<file path="config.mk">
export PLATFORM = sky130hd
export DESIGN_NAME = capability_string_unescape_unit_flat
export DESIGN_NICKNAME = d
export VERILOG_FILES = /design/src/cseu_pkg.sv /design/src/cseu_ifs.sv /design/src/cseu_front.sv /design/src/cseu_queue.sv /design/src/cseu_back.sv /design/src/capability_string_unescape_unit.sv /design/src/flat_wrapper.sv
export SDC_FILE = /design/constraint.sdc
export NUM_CORES = 1
export LEC_CHECK = 0
export ABC_AREA = 1
export BUFFER_PORTS_ARGS = -buffer_cell sky130_fd_sc_hd__buf_2
export CORE_MARGIN = 4
export CORE_UTILIZATION = 45
export DETAILED_ROUTE_END_ITERATION = 8
export PLACE_DENSITY = 0.7
export SKIP_LAST_GASP = 1
export SYNTH_ARGS = -nofsm -noshare
export SYNTH_HDL_FRONTEND = slang
export SYNTH_HIERARCHICAL = 1
export SYNTH_SLANG_ARGS = --single-unit
</file>
<file path="constraint.sdc">
create_clock -name clk -period 3.1 [get_ports clk]
set_clock_uncertainty 0.15 [all_clocks]
set_input_delay 0.31 -clock clk [delete_from_list [all_inputs] [get_ports clk]]
set_output_delay 0.31 -clock clk [all_outputs]
set_load 0.05 [all_outputs]
</file>
<file path="src/cseu_pkg.sv">
// Shared types, constants and the escape table for the capability string unescape unit.
package cseu_pkg;

  // Character codes
  localparam logic [7:0] ChColon     = 8'h3A;
  localparam logic [7:0] ChCaret     = 8'h5E;
  localparam logic [7:0] ChBackslash = 8'h5C;
  localparam logic [7:0] ChZero      = 8'h30;
  localparam logic [7:0] ChNine      = 8'h39;
  localparam logic [7:0] ChNul       = 8'h00;
  localparam logic [7:0] CtrlMask    = 8'h1F;

  // Default depth of the queue between decoder and emitter
  localparam int unsigned QueueDepthDefault = 4;

  // Decoder mode, one-hot
  typedef enum logic [3:0] {
    MODE_PLAIN  = 4'b0001,
    MODE_CARET  = 4'b0010,
    MODE_BSLASH = 4'b0100,
    MODE_OCTAL  = 4'b1000
  } mode_t;

  // One decoded result
  typedef struct packed {
    logic [7:0] data;
    logic       eof;
  } result_t;

  // All results caused by one input byte (one or two)
  typedef struct packed {
    result_t first;
    logic    has_second;
    result_t second;
  } entry_t;

  // Named backslash escape lookup
  typedef struct packed {
    logic       hit;
    logic [7:0] value;
  } esc_hit_t;

  function automatic esc_hit_t esc_lookup(input logic [7:0] c);
    esc_hit_t r;
    r.hit   = 1'b1;
    r.value = c;
    case (c)
      8'h45:   r.value = 8'h1B;  // E -> ESC
      8'h5E:   r.value = 8'h5E;  // ^
      8'h5C:   r.value = 8'h5C;  // backslash
      8'h3A:   r.value = 8'h3A;  // colon
      8'h6E:   r.value = 8'h0A;  // n -> LF
      8'h72:   r.value = 8'h0D;  // r -> CR
      8'h74:   r.value = 8'h09;  // t -> TAB
      8'h62:   r.value = 8'h08;  // b -> BS
      8'h66:   r.value = 8'h0C;  // f -> FF
      default: r.hit = 1'b0;
    endcase
    return r;
  endfunction

endpackage

</file>
<file path="src/cseu_ifs.sv">
// Valid/ready channel interfaces for raw input bytes and decoded results.
interface cseu_in_if;
  logic       valid;
  logic       ready;
  logic [7:0] in_byte;
  modport source (output valid, output in_byte, input ready);
  modport sink (input valid, input in_byte, output ready);
endinterface

interface cseu_out_if;
  logic       valid;
  logic       ready;
  logic [7:0] out_byte;
  logic       end_of_field;
  modport source (output valid, output out_byte, output end_of_field, input ready);
  modport sink (input valid, input out_byte, input end_of_field, output ready);
endinterface

</file>
<file path="src/cseu_front.sv">
// Front end: accepts raw bytes, tracks escape mode and builds queue entries.
module cseu_front (
  input  logic            clk,
  input  logic            rst_n,
  input  logic            in_valid,
  output logic            in_ready,
  input  logic [7:0]      in_byte,
  input  logic            q_full,
  output logic            push,
  output cseu_pkg::entry_t push_entry
);
  import cseu_pkg::*;

  mode_t       mode_r, mode_nxt;
  logic [9:0]  acc_r, acc_nxt;
  logic [1:0]  digits_r, digits_nxt;
  logic        take;
  logic        is_digit;
  logic [3:0]  digit_val;
  logic [9:0]  acc_shift;
  esc_hit_t    esc;
  result_t     plain_res;
  logic        plain_emits;
  mode_t       plain_mode;
  entry_t      ent;
  logic        emit;

  assign in_ready  = !q_full;
  assign take      = in_valid && in_ready;
  assign is_digit  = (in_byte >= ChZero) && (in_byte <= ChNine);
  assign digit_val = 4'(in_byte - ChZero);
  assign acc_shift = {acc_r[6:0], 3'b000} | {6'b0, digit_val};
  assign esc       = esc_lookup(in_byte);

  // Classify a byte seen in plain mode
  always_comb begin
    plain_res.data = in_byte;
    plain_res.eof  = 1'b0;
    plain_emits    = 1'b1;
    plain_mode     = MODE_PLAIN;
    if (in_byte == ChColon || in_byte == ChNul) begin
      plain_res.data = 8'h00;
      plain_res.eof  = 1'b1;
    end else if (in_byte == ChCaret) begin
      plain_emits = 1'b0;
      plain_mode  = MODE_CARET;
    end else if (in_byte == ChBackslash) begin
      plain_emits = 1'b0;
      plain_mode  = MODE_BSLASH;
    end
  end

  // Decode one byte against the current mode
  always_comb begin
    mode_nxt       = mode_r;
    acc_nxt        = acc_r;
    digits_nxt     = digits_r;
    emit           = 1'b0;
    ent.first      = plain_res;
    ent.has_second = 1'b0;
    ent.second     = plain_res;
    case (mode_r)
      MODE_CARET: begin
        mode_nxt = MODE_PLAIN;
        emit     = 1'b1;
        if (in_byte == ChNul) begin
          ent.first.data = 8'h00;
          ent.first.eof  = 1'b1;
        end else begin
          ent.first.data = in_byte & CtrlMask;
          ent.first.eof  = 1'b0;
        end
      end
      MODE_BSLASH: begin
        mode_nxt      = MODE_PLAIN;
        emit          = 1'b1;
        ent.first.eof = 1'b0;
        if (in_byte == ChNul) begin
          ent.first.data = 8'h00;
          ent.first.eof  = 1'b1;
        end else if (esc.hit) begin
          ent.first.data = esc.value;
        end else if (is_digit) begin
          emit       = 1'b0;
          mode_nxt   = MODE_OCTAL;
          acc_nxt    = {6'b0, digit_val};
          digits_nxt = 2'd1;
        end else begin
          ent.first.data = in_byte;
        end
      end
      MODE_OCTAL: begin
        if (is_digit) begin
          if (digits_r == 2'd2) begin
            emit           = 1'b1;
            ent.first.data = acc_shift[7:0];
            ent.first.eof  = 1'b0;
            mode_nxt       = MODE_PLAIN;
            acc_nxt        = '0;
            digits_nxt     = '0;
          end else begin
            acc_nxt    = acc_shift;
            digits_nxt = digits_r + 2'd1;
          end
        end else begin
          // Flush the value, then decode this byte in plain mode
          emit           = 1'b1;
          ent.first.data = acc_r[7:0];
          ent.first.eof  = 1'b0;
          ent.has_second = plain_emits;
          ent.second     = plain_res;
          mode_nxt       = plain_mode;
          acc_nxt        = '0;
          digits_nxt     = '0;
        end
      end
      default: begin
        emit      = plain_emits;
        ent.first = plain_res;
        mode_nxt  = plain_mode;
      end
    endcase
  end

  assign push       = take && emit;
  assign push_entry = ent;

  // Advance decoder state on each transfer
  always_ff @(posedge clk) begin
    if (!rst_n) begin
      mode_r   <= MODE_PLAIN;
      acc_r    <= '0;
      digits_r <= '0;
    end else if (take) begin
      mode_r   <= mode_nxt;
      acc_r    <= acc_nxt;
      digits_r <= digits_nxt;
    end
  end

  a_digits_only_octal: assert property (@(posedge clk) disable iff (!rst_n)
    (digits_r != 2'd0) |-> (mode_r == MODE_OCTAL))
    else $error("digit count set outside numeric escape");

  a_octal_has_digits: assert property (@(posedge clk) disable iff (!rst_n)
    (mode_r == MODE_OCTAL) |-> (digits_r == 2'd1 || digits_r == 2'd2))
    else $error("numeric escape with bad digit count");

endmodule

</file>
<file path="src/cseu_queue.sv">
// Short queue of decoded entries between the front end and the emitter.
module cseu_queue #(
  parameter int unsigned DEPTH = cseu_pkg::QueueDepthDefault
) (
  input  logic             clk,
  input  logic             rst_n,
  input  logic             push,
  input  cseu_pkg::entry_t push_entry,
  output logic             full,
  input  logic             pop,
  output logic             q_valid,
  output cseu_pkg::entry_t head
);
  import cseu_pkg::*;

  localparam int unsigned PtrW = (DEPTH > 1) ? $clog2(DEPTH) : 1;
  localparam int unsigned CntW = $clog2(DEPTH + 1);

  entry_t            store_r [DEPTH];
  logic [PtrW-1:0]   wr_ptr_r, rd_ptr_r;
  logic [CntW-1:0]   count_r;

  function automatic logic [PtrW-1:0] wrap_inc(input logic [PtrW-1:0] p);
    return (p == PtrW'(DEPTH - 1)) ? '0 : p + PtrW'(1);
  endfunction

  assign full    = (count_r == CntW'(DEPTH));
  assign q_valid = (count_r != '0);
  assign head    = store_r[rd_ptr_r];

  // Write entries
  always_ff @(posedge clk) begin
    if (push) begin
      store_r[wr_ptr_r] <= push_entry;
    end
  end

  // Advance pointers and count
  always_ff @(posedge clk) begin
    if (!rst_n) begin
      wr_ptr_r <= '0;
      rd_ptr_r <= '0;
      count_r  <= '0;
    end else begin
      if (push) wr_ptr_r <= wrap_inc(wr_ptr_r);
      if (pop)  rd_ptr_r <= wrap_inc(rd_ptr_r);
      if (push && !pop) begin
        count_r <= count_r + CntW'(1);
      end else if (pop && !push) begin
        count_r <= count_r - CntW'(1);
      end
    end
  end

  a_no_overflow: assert property (@(posedge clk) disable iff (!rst_n)
    !(push && full))
    else $error("push into full queue");

  a_no_underflow: assert property (@(posedge clk) disable iff (!rst_n)
    !(pop && !q_valid))
    else $error("pop from empty queue");

  a_count_bound: assert property (@(posedge clk) disable iff (!rst_n)
    count_r <= CntW'(DEPTH))
    else $error("queue count beyond depth");

endmodule

</file>
<file path="src/cseu_back.sv">
// Back end: unpacks queue entries into single results behind an output register.
module cseu_back (
  input  logic             clk,
  input  logic             rst_n,
  input  logic             q_valid,
  input  cseu_pkg::entry_t head,
  output logic             pop,
  output logic             out_valid,
  input  logic             out_ready,
  output logic [7:0]       out_byte,
  output logic             out_eof
);
  import cseu_pkg::*;

  logic    out_valid_r;
  result_t out_r;
  logic    pend_r;
  result_t pend_res_r;
  logic    load;

  assign load      = !out_valid_r || out_ready;
  assign pop       = load && !pend_r && q_valid;
  assign out_valid = out_valid_r;
  assign out_byte  = out_r.data;
  assign out_eof   = out_r.eof;

  // Load the output register from the pending slot or the queue head
  always_ff @(posedge clk) begin
    if (!rst_n) begin
      out_valid_r <= 1'b0;
      pend_r      <= 1'b0;
    end else if (load) begin
      if (pend_r) begin
        out_valid_r <= 1'b1;
        pend_r      <= 1'b0;
      end else begin
        out_valid_r <= q_valid;
        pend_r      <= q_valid && head.has_second;
      end
    end
  end

  always_ff @(posedge clk) begin
    if (load) begin
      if (pend_r) begin
        out_r <= pend_res_r;
      end else if (q_valid) begin
        out_r      <= head.first;
        pend_res_r <= head.second;
      end
    end
  end

  a_pend_behind_out: assert property (@(posedge clk) disable iff (!rst_n)
    pend_r |-> out_valid_r)
    else $error("second result pending with empty output register");

  a_no_pop_while_pending: assert property (@(posedge clk) disable iff (!rst_n)
    pend_r |-> !pop)
    else $error("queue popped while second result pending");

endmodule

</file>
<file path="src/capability_string_unescape_unit.sv">
// Top level of the capability string unescape unit.
//
//  Channel   Direction  Payload                       Transfer when
//  in_chan   in         in_byte[7:0]                  valid && ready
//  out_chan  out        out_byte[7:0], end_of_field   valid && ready
//
// One input byte per cycle is taken while the entry queue has room.
// A result is written to the entry queue and then loaded into the output register.
// A byte that flushes a short numeric escape and yields a second result gives
// both in turn from the emitter's single output register; no entry is popped meanwhile.
// Reset (synchronous, active low) empties the queue and returns to plain mode.
// Input and output stall independently; the queue absorbs the difference.
module capability_string_unescape_unit #(
  parameter int unsigned QUEUE_DEPTH = cseu_pkg::QueueDepthDefault
) (
  input  logic     clk,
  input  logic     rst_n,
  cseu_in_if.sink  in_chan,
  cseu_out_if.source out_chan
);
  import cseu_pkg::*;

  logic   q_full;
  logic   push;
  entry_t push_entry;
  logic   pop;
  logic   q_valid;
  entry_t head;

  cseu_front u_front (
    .clk        (clk),
    .rst_n      (rst_n),
    .in_valid   (in_chan.valid),
    .in_ready   (in_chan.ready),
    .in_byte    (in_chan.in_byte),
    .q_full     (q_full),
    .push       (push),
    .push_entry (push_entry)
  );

  cseu_queue #(
    .DEPTH (QUEUE_DEPTH)
  ) u_queue (
    .clk        (clk),
    .rst_n      (rst_n),
    .push       (push),
    .push_entry (push_entry),
    .full       (q_full),
    .pop        (pop),
    .q_valid    (q_valid),
    .head       (head)
  );

  cseu_back u_back (
    .clk       (clk),
    .rst_n     (rst_n),
    .q_valid   (q_valid),
    .head      (head),
    .pop       (pop),
    .out_valid (out_chan.valid),
    .out_ready (out_chan.ready),
    .out_byte  (out_chan.out_byte),
    .out_eof   (out_chan.end_of_field)
  );

endmodule

</file>
<file path="src/flat_wrapper.sv">
// flat-port wrapper written by rule: the top's interface ports become plain ports
module capability_string_unescape_unit_flat import cseu_pkg::*;
#(
  parameter int unsigned QUEUE_DEPTH = cseu_pkg::QueueDepthDefault
)
  (clk, rst_n, in_chan_valid, in_chan_in_byte, in_chan_ready, out_chan_valid, out_chan_out_byte, out_chan_end_of_field, out_chan_ready);
  cseu_in_if in_chan_i ();
  cseu_out_if out_chan_i ();
  input  logic clk;
  input  logic rst_n;
  input wire logic [$bits(in_chan_i.valid)-1:0] in_chan_valid;
  input wire logic [$bits(in_chan_i.in_byte)-1:0] in_chan_in_byte;
  output wire logic [$bits(in_chan_i.ready)-1:0] in_chan_ready;
  output wire logic [$bits(out_chan_i.valid)-1:0] out_chan_valid;
  output wire logic [$bits(out_chan_i.out_byte)-1:0] out_chan_out_byte;
  output wire logic [$bits(out_chan_i.end_of_field)-1:0] out_chan_end_of_field;
  input wire logic [$bits(out_chan_i.ready)-1:0] out_chan_ready;
  assign in_chan_i.valid = in_chan_valid;
  assign in_chan_i.in_byte = in_chan_in_byte;
  assign in_chan_ready = in_chan_i.ready;
  assign out_chan_valid = out_chan_i.valid;
  assign out_chan_out_byte = out_chan_i.out_byte;
  assign out_chan_end_of_field = out_chan_i.end_of_field;
  assign out_chan_i.ready = out_chan_ready;
  capability_string_unescape_unit #(.QUEUE_DEPTH(QUEUE_DEPTH)) u_core (.clk(clk), .rst_n(rst_n), .in_chan(in_chan_i), .out_chan(out_chan_i));
endmodule
</file>
* After elaboration in Yosys (flattened, before gate mapping)
Memories as Yosys holds them, arrays and structs flattened. A register that Yosys moved wholly into a read port is not among the register bits. Cells that the tools add are included.
Cells by class: eq/ne operators 20, bitwise operators 2, mux-type cells 55, add/subtract/negate cells 6, magnitude comparators 2, reduce and logical (&&, ||, !) cells 25
Operators by type and width (number):
- case mux 8 bit (9 select lines) | 1
- equality test 8 x 7 -> 1 bit (second input constant) | 8
- 2-to-1 mux 8 bit | 8
- 2-to-1 mux 9 bit | 5
- case mux 9 bit (3 select lines) | 1
- 2-to-1 mux 10 bit | 2
- 2-to-1 mux 4 bit | 5
- 2-to-1 mux 2 bit | 9
- case mux 8 bit (2 select lines) | 1
- 2-to-1 mux 3 bit | 5
- 2-to-1 mux 1 bit | 14
- case mux 4 bit (3 select lines) | 1
- OR reduction 9 bit | 1
- equality test 8 x 6 -> 1 bit (second input constant) | 1
- >= comparator 8 x 6 -> 1 bit (second input constant) | 1
- less-or-equal comparator 8 x 6 -> 1 bit (second input constant) | 1
- logical AND 1 bit | 8
- logical NOT 8 bit | 1
- OR 8 x 4 -> 8 bit | 1
- adder 2 x 1 -> 2 bit (second input constant) | 3
- equality test 2 bit (second input constant) | 3
- 2-to-1 mux 6 bit | 1
- != test 2 bit (second input constant) | 3
- nonzero test 2 bit | 3
- 17 further kinds | 23
Storage, ports and cells: bits in writable memories 76, register bits after elaboration 41, memories 1, logic and storage cells 123, input bits 12
Memory list:
- u_core.u_queue.store_r | words 4, width 19, rd ports 1, clocked after Yosys merged registers in 1, write ports 1, RTL line cseu_queue.sv:19 | entry_t store_r [DEPTH];

* Logic depth before layout (Yosys ltp)
depth in word-level cells 11, depth in mapped cells 19

* Hierarchy
The synthesis kept the hierarchy.
By module, submodules not included:
- cseu_queue | sequential area each 2462.4 sq um, area an instance 3326.9 sq um, cells an instance 244, instances 1
- cseu_front | sequential area each 280.3 sq um, area an instance 1507.7 sq um, cells an instance 268, instances 1
- cseu_back | sequential area each 580.6 sq um, area an instance 810.8 sq um, cells an instance 65, instances 1

* Worst setup path before layout
Ideal clock, no wire load.
path type reg2reg, from register u_core.u_front.mode_r[0], to register u_core.u_queue.count_r[2], slack 0.598 ns, stages on the path, launching flop included 18, arrival time 2.242 ns, path through dfxtp_1 > nor2_1 > nand3_2 > inv_1 > buf_2 > o21ai_1 > nand4_1 > nand2_1 > inv_1 > ha_1 > inv_1 > fa_1 > inv_1 > nand2_1 > nand3_1 > nand2_1 > inv_1 > nor2_1
On the way: longest elaborated chain between the ends 6, elaborated cells on any way between the ends 10, classes of those cells eq/ne: 3; mux: 2; reduce/logical: 5
RTL lines:
- start: declaration | RTL line cseu_front.sv:14 | mode_t mode_r, mode_nxt;
- start signal: assignment | RTL line cseu_front.sv:135 | mode_r <= mode_nxt;
- equality test 4 bit (tied with other cells) | RTL line cseu_front.sv:62 | case (mode_r)
- case mux 1 bit (3 select lines) (*) | RTL line cseu_front.sv:62
- logical AND 1 bit (*) | RTL line cseu_front.sv:125 | assign push = take && emit;
- via u_core.push | RTL line capability_string_unescape_unit.sv:24 | logic push;
- logical NOT 1 bit | RTL line cseu_queue.sv:49 | end else if (pop && !push) begin
- logical AND 1 bit | RTL line cseu_queue.sv:49
- nonzero test 2 bit (no source line)
- end signal: assignment | RTL line cseu_queue.sv:48 | count_r <= count_r + CntW'(1);
- end signal: assignment | RTL line cseu_queue.sv:50 | count_r <= count_r - CntW'(1);
- end: declaration | RTL line cseu_queue.sv:21 | logic [CntW-1:0] count_r;
The timed path passes the listed nets; every way through them passes the cells marked *. A chain may end at the register's enable or synchronous reset.

* Final worst setup path
Same ends and word-level chain as after synthesis.

==> run summary <==
status -> finished, final reports clean
data required time of the critical path -> 3.29 ns
placed insts -> 759
Seq pwr share -> 0.386
CP endpoint kind -> register
CP startpoint kind -> register
mux cell area share after synthesis -> 0
Antenna Nets Post-Route -> 0
register area -> 0.00332 mm^2
delay-heaviest family, CP -> simple AND/OR/NAND/NOR gates
Main synth FF type -> edfxtp_1
Max Cap Viol -> 0
Synth warnings -> 6
CTS Sinks -> 119
Simple-Gate Fraction of Synth Area -> 0.221
post-synth top area share -> 0.500
core area -> 0.0122 mm^2
CP max FO -> 8
First-pass DRT Iterations -> 5
Max Root-Sink Buffers -> 2
fin util -> 0.531
drc violations -> 0
number of I/O pins -> 23
final setup TNS -> 0 ns
final hold violations -> 0
CTS H-tree lvls -> 4
ranking of synthesized cells by area -> edfxtp_1 (50%), dfxtp_1 (8.9%), nand2_1 (6.5%)
largest net degree at the start of global routing -> 39
internal cell power -> 3.83 mW
Cell Rows -> 40
CP max stage cell -> fa_1
final worst slack -> 0.332 ns
clock group share of total power -> 0.324
HP Class -> in2reg
period utilisation layout -> 0.893
# diodes -> 0
actual slew at the worst max-slew pin -> 0.875 ns
Peak Freq -> 361 MHz
leakage power -> 2.62 nW
arrival time worst endpoint -> 2.96 ns
NetSw -> 1.97 mW
Starting Density -> 0.464
ys async rst share -> 0
Placer Congestion -> 0.925
post-CTS setup buffers -> 0
dpl ws -> 0.339 ns
multi-input logic area -> 0.00193 mm^2
largest family of logic cells by synthesized area -> simple AND/OR/NAND/NOR gates
Area Growth Syn to Fin -> 14.4%
WL per Instance -> 15.8 um
gr ovfl total -> 0
VDD IR max -> 0.000440 V
share of layout cells above drive strength 1 -> 0.191
largest area contributor in the netlist -> edfxtp_1
commonest cells in the netlist -> nand2_1 (98), edfxtp_1 (94), nor2_1 (90)
#FFs+latches synth -> 119
clk root buf -> clkbuf_16
worst path cell trace -> nor2_1 > nand3_1 > inv_1 > nand2_4 > nand4_1 > nand2_1 > inv_1 > ha_1 > inv_1 > fa_1 > nand2_1 > nand3_1 > nand2_1 > inv_1 > nor2_1
Logic pwr share -> 0.290
CTS buffer count -> 17
antenna violations before repair -> 0
Total Power -> 5.80 mW
Post-synth EDFFs -> 94
RSZ-0062 raised after global routing -> false
Final setup viols -> 0
WP buf/inv -> 4
post-synthesis compound-gate area fraction -> 0.102
Synth Area in Adders -> 0.0168
worst skew pair latency -> 0.41 ns
post-route insts no fill -> 791
Iteration-0 DRC Markers -> 276
die height -> 120 um
worst rel slew slack -> 0.416
XOR/XNOR Fraction of Synth Area -> 0.00155
Fillers -> 1086
power per cell area -> 898 mW/mm^2
Setup Crit Path Kind -> reg2reg
Via density -> 5.18
Port Buffers -> 22
global-route wire length before repair -> 19900 um
post-synthesis sequential area ratio -> 0.589
Resized cells post-CTS -> 0
count leader, synth -> nand2_1
TritonCTS clock tree -> yes
full die area -> 0.0144 mm^2
Worst path max stage delay -> 0.44 ns
Synth cell types -> 36
Synth Area per Inst -> 9.78 um^2
crit path time final -> 2.77 ns
GRT Resource Usage Total -> 0.180
hold buffers post-CTS -> 0
Die Width -> 120 um
Cells after Synth -> 577
hpwl dp -> 8500 um
Top cell by count, worst path -> inv_1
Syn Nets -> 596
routed vias -> 4101
Post-layout nets -> 629
Sw Ratio -> 0.339
clock-pin slew on the worst setup and hold paths -> 0.05 ns
Slew Viols, Final -> 0
Detailed Route WL -> 12500 um
Netlist Area Pre-Place -> 0.00565 mm^2
vias in the first global route -> 4055
[flip-flops by register name, indices dropped and copies added, names as in the netlist, named ones only]
register and flops:
u_core/u_front/acc_r 8, u_core/u_queue/count_r 3, u_core/u_back/out_eof 1, u_core/u_back/pend_res_r 9, u_core/u_back/out_byte 8, u_core/u_queue/rd_ptr_r 2, u_core/u_queue/wr_ptr_r 2, u_core/u_queue/store_r 76
u_core/u_back/out_valid 1, u_core/u_front/digits_r 2, u_core/u_front/mode_r 4, u_core/u_back/pend_r 1
[worst reg2reg max path, delay by kind of cell (launching register included)]
family	cells	cell delay, ns
and+or+nand+nor	9	1.01
adders and majority gates	2	0.64
DFF	1	0.31
buffers and inverters	4	0.57
[cells by family (layout without fill, tap and decap cells)]
family | after synthesis | in the layout
and+or+nand+nor | 267 | 267
xor gates and xnor gates | 1 | 1
AOI/OAI and AO/OA | 105 | 105
buffers and inverters | 78 | 124
DFF | 119 | 119
adders and majority gates | 7 | 7
[area by class of cell]
type,count,share of cell area
clock buffer,20,0.0676
clock inverter,12,0.0207
inverter,57,0.0335
multi-input combinational,380,0.299
sequential,119,0.514
tap,168,0.0325
timing repair buffer,35,0.0322
[layout by cell type, fill, tap and decap left out, drive strengths merged, types with 7 or more instances in the layout]
cell type / n
a21oi: 25
buf: 35
clkbuf: 20
clkinv: 7
dfxtp: 25
edfxtp: 94
inv: 57
nand2: 125
nand3: 28
nand4: 7
nor2: 100
nor3: 7
o21ai: 57
o22ai: 19
[final timing paths]
| kind | from | endpoint | slack (ns) | cells after the start |
|---|---|---|---|---|
| worst min register to register | u_core/u_front/mode_r[1] | u_core/u_front/mode_r[1] | 0.33 | 2 |
| worst max-delay path | u_core/u_front/mode_r[0] | u_core/u_queue/count_r[2] | 0.33 | 15 |
| worst max register to register | u_core/u_front/mode_r[0] | u_core/u_queue/count_r[2] | 0.33 | 15 |
| worst min-delay path | in_chan_in_byte[7] | u_core/u_queue/store_r[0][8] | 0.04 | 1 |
[power groups by stage]
stage	combinational (mW)	clock (mW)	sequential, mW
after floorplan	1.08	0	2.51
after global placement	1.61	0	2.26
after detailed placement	1.67	0	2.27
after CTS	1.68	1.91	2.24
after global routing	1.86	1.98	2.26
final	1.68	1.88	2.24
[per-layer routing]
layer	track usage	wire length, um	vias to the layer above
li1	-	-	2022
met1	0.219	5290	1913
met2	0.301	6110	138
met3	0.0368	725	28
met4	0.0952	368	0
met5	0	0	-
[through the flow]
stage          hold slack [ns]  instance area [um^2]
2_1_floorplan            0.281                  5650
3_3_place_gp             0.320                  5890
3_5_place_dp             0.319                  5890
4_1_cts                 0.0147                  6460
5_1_grt                 0.0402                  6460
6_report                0.0393                  6460
(Power assumes the default switching activity.)
